`src/design/csd_pkg.sv`:
```
// ----------------------------------------------------------------------------
// csd_pkg: shared types and constants for the cascaded divisor search
// Holds field widths, reset values and the sequencer state type.
// ----------------------------------------------------------------------------
package csd_pkg;

	localparam int unsigned COUNTER_MAX_DEF = 65535;

	localparam int unsigned PERIOD_W = 32;	// request and achieved period
	localparam int unsigned DIV_W    = 16;	// one counter divisor
	localparam int unsigned CLK_W    = 10;	// master clock period
	localparam int unsigned MDIV_W   = DIV_W + CLK_W;			// i * clock
	localparam int unsigned PROD_W   = DIV_W + DIV_W + CLK_W;	// i * j * clock
	localparam int unsigned MUL_A_W  = 32;
	localparam int unsigned MUL_B_W  = 16;
	localparam int unsigned MUL_W    = MUL_A_W + MUL_B_W;
	localparam int unsigned STEP_W   = $clog2(PERIOD_W);

	localparam logic [CLK_W-1:0] CLK_RESET = CLK_W'(200);

	typedef enum logic [3:0] {
		ST_IDLE,
		ST_PROD_AB,		// kept first * kept second
		ST_PROD_ABC,	// ... * clock
		ST_CHECK,		// kept pair exact or search over, else start the bound division
		ST_DIV_MAX,		// period / (2 * clock)
		ST_RANGE,		// clamp the bound, open the loop
		ST_LOOP_MUL,	// i * clock, loads the divider
		ST_DIV_Q,		// period / (i * clock)
		ST_CAND,		// form second divisor, range check
		ST_CAND_MUL,	// (i * clock) * j
		ST_ERR,			// absolute error
		ST_CMP,			// keep if strictly closer
		ST_RESULT		// hand item to output register
	} state_t;

endpackage

```
`src/design/cascaded_divisor_search_unit.sv`:
```
// ----------------------------------------------------------------------------
// cascaded_divisor_search_unit: two-counter divisor search
// Picks the pair of cascaded counter divisors whose product times the
// master clock period lands closest to a requested period.
// ----------------------------------------------------------------------------
// Usage:
//   Input channel (in_valid / in_stall / period_ns) takes one request item.
//   in_stall is high for the whole search; one item is worked on at a time.
//   Output channel (out_valid / out_stall) carries achieved_period_ns,
//   divisor_first, divisor_second and exact_match from an output register,
//   so a new request is taken while the last result still waits.
//   cfg_wr_en / cfg_wr_data load the clock period (0 is used as 1); write
//   it only while the unit is idle.
// Sequence:
//   Kept pair already exact: accept, ST_PROD_AB, ST_PROD_ABC, ST_CHECK,
//   then ST_RESULT and the result register. Full search: N first divisors
//   tried (up to COUNTER_MAX - 1), then the reported product is formed. Each
//   first divisor costs one 32-step restoring division, which dominates.
// Reset:
//   Clears the kept pair to zero, clock period to 200, no item in flight.
// Stall:
//   A finished result waits in ST_RESULT while the output register is full
//   and stalled; nothing is dropped.
// ----------------------------------------------------------------------------
module cascaded_divisor_search_unit
	import csd_pkg::*;
#(
	parameter int unsigned COUNTER_MAX = COUNTER_MAX_DEF
) (
	input  logic                clk,
	input  logic                arst_n,

	input  logic                cfg_wr_en,
	input  logic [CLK_W-1:0]    cfg_wr_data,

	input  logic                in_valid,
	output logic                in_stall,
	input  logic [PERIOD_W-1:0] period_ns,

	output logic                out_valid,
	input  logic                out_stall,
	output logic [PERIOD_W-1:0] achieved_period_ns,
	output logic [DIV_W-1:0]    divisor_first,
	output logic [DIV_W-1:0]    divisor_second,
	output logic                exact_match
);

	localparam logic [DIV_W-1:0] CMAX = DIV_W'(COUNTER_MAX);
	localparam logic [DIV_W-1:0] DIV_MIN = DIV_W'(2);
	localparam logic [STEP_W-1:0] LAST_STEP = STEP_W'(PERIOD_W - 1);

	state_t state_q, state_d;

	// configuration and kept pair
	logic [CLK_W-1:0]    clock_period_q;
	logic [DIV_W-1:0]    kept_first_q, kept_second_q;

	// per item
	logic [PERIOD_W-1:0] period_q;
	logic [CLK_W-1:0]    clk_q;		// effective clock period, never 0
	logic                final_q;	// search over, compute reported product
	logic [PERIOD_W-1:0] ab_q;
	logic [PROD_W-1:0]   prod_q;
	logic [PROD_W-1:0]   err_q;
	logic [PROD_W-1:0]   best_q;
	logic [DIV_W-1:0]    max_i_q;
	logic [DIV_W-1:0]    i_q;
	logic [DIV_W-1:0]    j_q;
	logic                k_q;

	// shared restoring divider: dq_q holds dividend, then quotient
	logic [PERIOD_W-1:0] dq_q;
	logic [MDIV_W-1:0]   rem_q;
	logic [MDIV_W-1:0]   div_d_q;	// divisor; i * clock also feeds the candidate mul
	logic [STEP_W-1:0]   step_q;

	// output register
	logic                out_valid_q;
	logic [PERIOD_W-1:0] out_period_q;
	logic [DIV_W-1:0]    out_first_q, out_second_q;
	logic                out_exact_q;

	// shared multiplier
	logic [MUL_A_W-1:0]  mul_a;
	logic [MUL_B_W-1:0]  mul_b;
	logic [MUL_W-1:0]    mul_res;

	// divider step
	logic [MDIV_W:0]     rem_sh, d_ext, rem_n;
	logic                div_ge;
	logic [PERIOD_W-1:0] dq_n;
	logic                div_last;

	// candidate logic
	logic [PERIOD_W:0]   j_wide;
	logic                j_ok;
	logic                cmp_better;
	logic                cmp_exact;
	logic                last_i;
	logic                out_free;
	logic                in_acc;

	assign in_stall = (state_q != ST_IDLE);
	assign in_acc   = in_valid && !in_stall;
	assign out_free = !out_valid_q || !out_stall;

	assign out_valid          = out_valid_q;
	assign achieved_period_ns = out_period_q;
	assign divisor_first      = out_first_q;
	assign divisor_second     = out_second_q;
	assign exact_match        = out_exact_q;

	always_comb begin
		mul_a = '0;
		mul_b = '0;
		unique case (state_q)
			ST_PROD_AB: begin
				mul_a = MUL_A_W'(kept_first_q);
				mul_b = kept_second_q;
			end
			ST_PROD_ABC: begin
				mul_a = ab_q;
				mul_b = MUL_B_W'(clk_q);
			end
			ST_LOOP_MUL: begin
				mul_a = MUL_A_W'(i_q);
				mul_b = MUL_B_W'(clk_q);
			end
			ST_CAND_MUL: begin
				mul_a = MUL_A_W'(div_d_q);
				mul_b = j_q;
			end
			default: begin
				mul_a = '0;
				mul_b = '0;
			end
		endcase
		mul_res = MUL_W'(mul_a) * MUL_W'(mul_b);
	end

	always_comb begin
		rem_sh   = {rem_q, dq_q[PERIOD_W-1]};
		d_ext    = {1'b0, div_d_q};
		div_ge   = (rem_sh >= d_ext);
		rem_n    = div_ge ? (rem_sh - d_ext) : rem_sh;
		dq_n     = {dq_q[PERIOD_W-2:0], div_ge};
		div_last = (step_q == LAST_STEP);
	end

	always_comb begin
		j_wide     = {1'b0, dq_q} + (PERIOD_W+1)'(k_q);
		j_ok       = (j_wide >= (PERIOD_W+1)'(DIV_MIN)) && (j_wide <= (PERIOD_W+1)'(CMAX));
		cmp_better = (err_q < best_q);
		cmp_exact  = (err_q == '0);
		last_i     = (i_q == max_i_q);
	end

	// next state
	always_comb begin
		state_d = state_q;
		unique case (state_q)
			ST_IDLE: begin
				if (in_acc) state_d = ST_PROD_AB;
			end
			ST_PROD_AB:  state_d = ST_PROD_ABC;
			ST_PROD_ABC: state_d = ST_CHECK;
			ST_CHECK: begin
				if (final_q || prod_q == PROD_W'(period_q)) state_d = ST_RESULT;
				else state_d = ST_DIV_MAX;
			end
			ST_DIV_MAX: begin
				if (div_last) state_d = ST_RANGE;
			end
			ST_RANGE: begin
				if (dq_q < PERIOD_W'(DIV_MIN)) state_d = ST_PROD_AB;
				else state_d = ST_LOOP_MUL;
			end
			ST_LOOP_MUL: state_d = ST_DIV_Q;
			ST_DIV_Q: begin
				if (div_last) state_d = ST_CAND;
			end
			ST_CAND: begin
				if (j_ok) state_d = ST_CAND_MUL;
				else if (!k_q) state_d = ST_CAND;
				else if (last_i) state_d = ST_PROD_AB;
				else state_d = ST_LOOP_MUL;
			end
			ST_CAND_MUL: state_d = ST_ERR;
			ST_ERR:      state_d = ST_CMP;
			ST_CMP: begin
				if (cmp_better && cmp_exact) state_d = ST_PROD_AB;
				else if (!k_q) state_d = ST_CAND;
				else if (last_i) state_d = ST_PROD_AB;
				else state_d = ST_LOOP_MUL;
			end
			ST_RESULT: begin
				if (out_free) state_d = ST_IDLE;
			end
			default: state_d = ST_IDLE;
		endcase
	end

	always_ff @(posedge clk or negedge arst_n) begin
		if (!arst_n) begin
			state_q <= ST_IDLE;
		end else begin
			state_q <= state_d;
		end
	end

	// control and kept state
	always_ff @(posedge clk or negedge arst_n) begin
		if (!arst_n) begin
			clock_period_q <= CLK_RESET;
			kept_first_q   <= '0;
			kept_second_q  <= '0;
			final_q        <= 1'b0;
			out_valid_q    <= 1'b0;
		end else begin
			if (cfg_wr_en) clock_period_q <= cfg_wr_data;

			if (state_q == ST_CMP && cmp_better) begin
				kept_first_q  <= i_q;
				kept_second_q <= j_q;
			end

			if (in_acc) final_q <= 1'b0;
			else if (state_d == ST_PROD_AB && state_q != ST_IDLE) final_q <= 1'b1;

			if (state_q == ST_RESULT && out_free) out_valid_q <= 1'b1;
			else if (!out_stall) out_valid_q <= 1'b0;
		end
	end

	// datapath
	always_ff @(posedge clk) begin
		if (in_acc) begin
			period_q <= period_ns;
			clk_q    <= (clock_period_q == '0) ? CLK_W'(1) : clock_period_q;
		end

		unique case (state_q)
			ST_PROD_AB:  ab_q   <= mul_res[PERIOD_W-1:0];
			ST_PROD_ABC: prod_q <= mul_res[PROD_W-1:0];
			ST_CHECK: begin
				best_q  <= PROD_W'(period_q);
				dq_q    <= period_q;
				rem_q   <= '0;
				step_q  <= '0;
				div_d_q <= MDIV_W'({clk_q, 1'b0});
			end
			ST_DIV_MAX, ST_DIV_Q: begin
				dq_q   <= dq_n;
				rem_q  <= rem_n[MDIV_W-1:0];
				step_q <= step_q + STEP_W'(1);
			end
			ST_RANGE: begin
				max_i_q <= (dq_q > PERIOD_W'(CMAX)) ? CMAX : dq_q[DIV_W-1:0];
				i_q     <= DIV_MIN;
				k_q     <= 1'b0;
			end
			ST_LOOP_MUL: begin
				dq_q    <= period_q;
				rem_q   <= '0;
				step_q  <= '0;
				div_d_q <= mul_res[MDIV_W-1:0];
			end
			ST_CAND: begin
				j_q <= j_wide[DIV_W-1:0];
				if (!j_ok) begin
					if (!k_q) begin
						k_q <= 1'b1;
					end else begin
						k_q <= 1'b0;
						i_q <= i_q + DIV_W'(1);
					end
				end
			end
			ST_CAND_MUL: prod_q <= mul_res[PROD_W-1:0];
			ST_ERR: begin
				err_q <= (prod_q > PROD_W'(period_q)) ? (prod_q - PROD_W'(period_q))
				                                      : (PROD_W'(period_q) - prod_q);
			end
			ST_CMP: begin
				if (cmp_better) best_q <= err_q;
				if (!k_q) begin
					k_q <= 1'b1;
				end else begin
					k_q <= 1'b0;
					i_q <= i_q + DIV_W'(1);
				end
			end
			ST_RESULT: begin
				if (out_free) begin
					out_period_q <= (|prod_q[PROD_W-1:PERIOD_W]) ? '1 : prod_q[PERIOD_W-1:0];
					out_first_q  <= kept_first_q;
					out_second_q <= kept_second_q;
					out_exact_q  <= (prod_q == PROD_W'(period_q));
				end
			end
			default: begin
			end
		endcase
	end

endmodule
```
`config.mk`:
```
export PLATFORM = sky130hd
export DESIGN_NAME = cascaded_divisor_search_unit
export DESIGN_NICKNAME = d
export VERILOG_FILES = /design/src/design/csd_pkg.sv /design/src/design/cascaded_divisor_search_unit.sv
export SDC_FILE = /design/constraint.sdc
export NUM_CORES = 2
export LEC_CHECK = 0
export BUFFER_PORTS_ARGS = -buffer_cell sky130_fd_sc_hd__buf_2
export CORE_MARGIN = 4
export CORE_UTILIZATION = 25
export CTS_CLUSTER_DIAMETER = 80
export DETAILED_ROUTE_END_ITERATION = 6
export PLACE_DENSITY = 0.49
export SLEW_MARGIN = 40
export SYNTH_ARGS = -nofsm -noshare
export SYNTH_HDL_FRONTEND = slang
export SYNTH_SLANG_ARGS = --single-unit
```
`constraint.sdc`:
```
create_clock -name clk -period 11.4 [get_ports clk]
set_input_delay 2.28 -clock clk [delete_from_list [all_inputs] [get_ports clk]]
set_output_delay 2.28 -clock clk [all_outputs]
set_load 0.02 [all_outputs]
```
==> report_table.html <==
<table>
<tr><th>Metric</th><th>Value</th></tr>
<tr><th colspan="2">Outcome</th></tr>
<tr><td>Run status</td><td>complete, no violations</td></tr>
<tr><th colspan="2">Synth</th></tr>
<tr><td>Avg Synthesized Cell Area</td><td>9.93 um2</td></tr>
<tr><td>Yosys reg bits</td><td>451</td></tr>
<tr><td>Total of warnings raised by yosys</td><td>0</td></tr>
<tr><td>Number of flops mapped to enable cells by yosys</td><td>403</td></tr>
<tr><td>Post-synthesis cell count</td><td>3978</td></tr>
<tr><td>Post-synth cell types</td><td>79</td></tr>
<tr><td>Share of flip-flops with an asynchronous set or reset after synthesis</td><td>10.6%</td></tr>
<tr><td>Most used DFF post-synth</td><td>sky130_fd_sc_hd__edfxtp_1</td></tr>
<tr><td>Sequential share of the synthesized area</td><td>33.7%</td></tr>
<tr><td>Syn Std Cell Area</td><td>39500 um2</td></tr>
<tr><th colspan="2">Global routing</th></tr>
<tr><td>Initial antenna violation count</td><td>10</td></tr>
<tr><td>Pin count of the biggest net entering global routing</td><td>77</td></tr>
<tr><td>All-layer global routing usage</td><td>16.3%</td></tr>
<tr><td>Wire length of the first global-routing pass</td><td>200 mm</td></tr>
<tr><td>Overflow after GRT</td><td>0</td></tr>
<tr><td>Vias in the first global route</td><td>29800</td></tr>
<tr><th colspan="2">Clocking</th></tr>
<tr><td>Clock latency of the later-clocked register in the worst-skew pair</td><td>660 ps</td></tr>
<tr><td>Reg clk slew, reported paths</td><td>60 ps</td></tr>
<tr><td>Clock buffer count from CTS</td><td>56</td></tr>
<tr><td>CTS Hold Bufs</td><td>0</td></tr>
<tr><td>Clock tree from TritonCTS</td><td>built</td></tr>
<tr><td>CTS Root Cell</td><td>sky130_fd_sc_hd__clkbuf_16</td></tr>
<tr><td>PostCTS Resize Cnt</td><td>0</td></tr>
<tr><td>Clock sinks</td><td>451</td></tr>
<tr><td>Number of levels in the clock H-tree</td><td>2</td></tr>
<tr><td>Number of buffers added for setup after CTS</td><td>0</td></tr>
<tr><td>Number of buffers on the longest clock path</td><td>3</td></tr>
<tr><th colspan="2">Die</th></tr>
<tr><td>Total die area</td><td>164000 um2</td></tr>
<tr><td>Die Span Y</td><td>405 um</td></tr>
<tr><td>FP Rows</td><td>145</td></tr>
<tr><td>Horizontal extent of the die</td><td>405 um</td></tr>
<tr><td>Core Footprint</td><td>157000 um2</td></tr>
<tr><td>Initial standard-cell utilization of the core</td><td>25.2%</td></tr>
<tr><td>Number of top-level design ports</td><td>114</td></tr>
<tr><th colspan="2">Cells and area</th></tr>
<tr><td>Layout-stage area growth over the synthesis result</td><td>12.7%</td></tr>
<tr><td>Core utilization of the finished layout</td><td>28.4%</td></tr>
<tr><td>Number of nets in the final layout</td><td>4716</td></tr>
<tr><td>Most common cell after layout, fill and taps aside</td><td>sky130_fd_sc_hd__inv_1</td></tr>
<tr><td>Ratio of cells with drive above 1 in the final layout</td><td>9.87%</td></tr>
<tr><td>Most used cells in the layout excluding fill and tap cells</td><td>624 x sky130_fd_sc_hd__inv_1, 437 x sky130_fd_sc_hd__nand2_1, 408 x sky130_fd_sc_hd__fa_1</td></tr>
<tr><th colspan="2">Placement</th></tr>
<tr><td>Port Buf Inserts</td><td>113</td></tr>
<tr><td>Post-detail-place hpwl</td><td>106 mm</td></tr>
<tr><td>Global placement routability congestion</td><td>0.916</td></tr>
<tr><th colspan="2">STA</th></tr>
<tr><td>Total count of hold-check failures in the final report</td><td>0</td></tr>
<tr><td>Tightest slew margin relative to the limit</td><td>39.0%</td></tr>
<tr><td>RSZ-0062 raised after global routing</td><td>false</td></tr>
<tr><td>Count of endpoints failing setup in the final report</td><td>0</td></tr>
<tr><td>Setup Skew</td><td>34.1 ps</td></tr>
<tr><td>Pins Over Slew Limit</td><td>0</td></tr>
<tr><td>Period utilisation layout</td><td>81.6%</td></tr>
<tr><td>Final total negative setup slack</td><td>0 ps</td></tr>
<tr><td>Highest achievable clock rate</td><td>0.107 GHz</td></tr>
<tr><td>Actual slew at the worst max-slew pin</td><td>912 ps</td></tr>
<tr><td>Minimum period implied by the final worst setup slack</td><td>9310 ps</td></tr>
<tr><th colspan="2">Pwr</th></tr>
<tr><td>Leakage power</td><td>18.2 nW</td></tr>
<tr><td>Power density cells</td><td>251 nW/um2</td></tr>
<tr><td>Worst vdd rail ir drop</td><td>0.141 mV</td></tr>
<tr><th colspan="2">Drt</th></tr>
<tr><td>Vias per std cell</td><td>4.80</td></tr>
<tr><td>Iteration count of the initial detailed-routing pass</td><td>6</td></tr>
<tr><td>Total detailed-routing wirelength</td><td>135 mm</td></tr>
<tr><td>Post-route antenna net violation count</td><td>0</td></tr>
<tr><td>Detailed-route via count</td><td>29500</td></tr>
<tr><td>Violation count after the first detailed-routing iteration</td><td>2533</td></tr>
<tr><td>Per-cell routed wire length</td><td>21.9 um</td></tr>
<tr><td>Final routed DRC violation total</td><td>0</td></tr>
<tr><th colspan="2">Worst setup path</th></tr>
<tr><td>Critical path data required time</td><td>11780 ps</td></tr>
<tr><td>Highest net fanout along the worst path</td><td>27</td></tr>
<tr><td>Capture point of the worst path</td><td>prod_q[41]</td></tr>
<tr><td>Critical path launch point type</td><td>flop</td></tr>
<tr><td>Destination of the worst register-to-register timing path</td><td>prod_q[41]</td></tr>
<tr><td>Max stage delay cell, worst path</td><td>sky130_fd_sc_hd__nor2_4</td></tr>
<tr><td>Worst Reg-to-Reg Cells</td><td>25</td></tr>
<tr><td>Critical Path AT</td><td>9690 ps</td></tr>
<tr><td>Critical setup path kind</td><td>reg2reg</td></tr>
<tr><td>Origin of the worst setup path</td><td>state_q[2]</td></tr>
<tr><td>CP most frequent cell</td><td>sky130_fd_sc_hd__fa_1</td></tr>
<tr><td>R2r startpoint</td><td>state_q[2]</td></tr>
<tr><td>Worst Setup End Kind</td><td>flop</td></tr>
<tr><td>Register-to-Register Setup Slack</td><td>2090 ps</td></tr>
<tr><td>Worst stage delay on the critical path</td><td>670 ps</td></tr>
<tr><th colspan="2">Hold path</th></tr>
<tr><td>Path category of the worst min-delay check</td><td>reg2reg</td></tr>
<tr><th colspan="2">Run</th></tr>
<tr><td>Count of maximum capacitance violations</td><td>0</td></tr>
</table>
-- worst min path at each step --
stage	from	endpoint	slack (ps)	cells past startpoint
2_1_floorplan	kept_first_q[0]	divisor_first[0]	440	0
3_3_place_gp	final_q	final_q	480	2
3_5_place_dp	final_q	final_q	480	2
4_1_cts	clock_period_q[2]	clk_q[2]	510	0
5_1_grt	kept_first_q[1]	divisor_first[1]	530	0
6_report	clock_period_q[2]	clk_q[2]	500	0
-- logic make-up (layout without fill, tap and decap cells) --
logic type,count (synthesis),in the layout,synth area share (%)
AOI/OAI and AO/OA,620,620,10.3
buffers and inverters,808,899,7.73
adders and majority gates,635,635,27.9
other,2,21,0.0190
muxes,124,124,3.42
xor gates and xnor gates,151,151,3.35
and+or+nand+nor,1187,1187,13.6
DFF,451,451,33.7
-- cell usage after synthesis, drive strengths merged, types with 9 or more instances --
cell	instances	area, um2
nand3	47	240
edfxtp	403	12100
a211oi	31	233
buf	19	91.3
a21o	70	526
a22o	17	149
o21ai	118	591
mux2i	37	370
a22oi	57	428
and2	67	419
or2	9	56.3
ha	227	2840
o211ai	10	75.1
clkbuf	165	619
inv	624	2340
xor2	73	639
o21a	27	203
nor2	371	1390
and3	19	119
or3	14	87.6
a31oi	15	93.8
xnor2	78	683
nand2	439	1650
nand4	40	250
a21oi	160	801
nor4	36	231
nor2b	18	113
o21bai	29	218
dfrtp	45	1130
fa	408	8170
nor3	36	180
nand2b	64	400
mux2	87	980
-- worst max-delay path: cells and delay by family, from the launching register on --
kind,cells,cell delay [ps]
and+or+nand+nor,4,1820
adders and majority gates,7,3460
AOI/OAI and AO/OA,10,2870
DFF,1,660
xor gates and xnor gates,1,80
buffers and inverters,3,150
-- per-layer routing --
| layer | vias up | track usage, % | wire length [um] |
|---|---|---|---|
| met1 | 15000 | 22.1 | 57900 |
| met4 | 4 | 5.53 | 4880 |
| met2 | 1031 | 26.5 | 62300 |
| met5 | - | 0 | 27 |
| li1 | 13300 | - | - |
| met3 | 181 | 2.44 | 9640 |
-- sequential cells by signal, summed over array words and instances (netlist names), 26 cells and up --
signal and flops:
best_q 42, err_q 42, prod_q 42, ab_q 32, achieved_period_ns 32, dq_q 32, period_q 32, div_d_q 26
rem_q 26
-- cell type report --
cell class                      instances  area, um2
Antenna cell                            6       15.0
Clock buffer                           65       1440
Clock inverter                         41        455
Fill cell                           16400     112000
Inverter                              624       2340
Multi-Input combinational cell       2732      23400
Sequential cell                       451      13300
Tap cell                             2058       2570
Timing Repair Buffer                  169       1020
-- power breakdown --
| group | switching [mW] | internal (mW) |
|---|---|---|
| clock | 0.773 | 1.07 |
| combinational | 4.10 | 2.02 |
| sequential | 0.546 | 2.64 |
| total | 5.42 | 5.73 |
-- metrics by stage --
stage	worst slack [ps]	area [um2]	hold WS (ps)	cells	total power, mW
final	2090	44500	502	6146	11.2
after floorplan	2720	39500	441	3991	6.99
after CTS	1800	44500	508	6139	11.2
after global placement	1960	42500	480	6033	9.26
after detailed placement	1830	42600	484	6033	9.30
after global routing	1640	44500	530	6140	11.9
No activity file was read; power rests on OpenSTA's default activity.
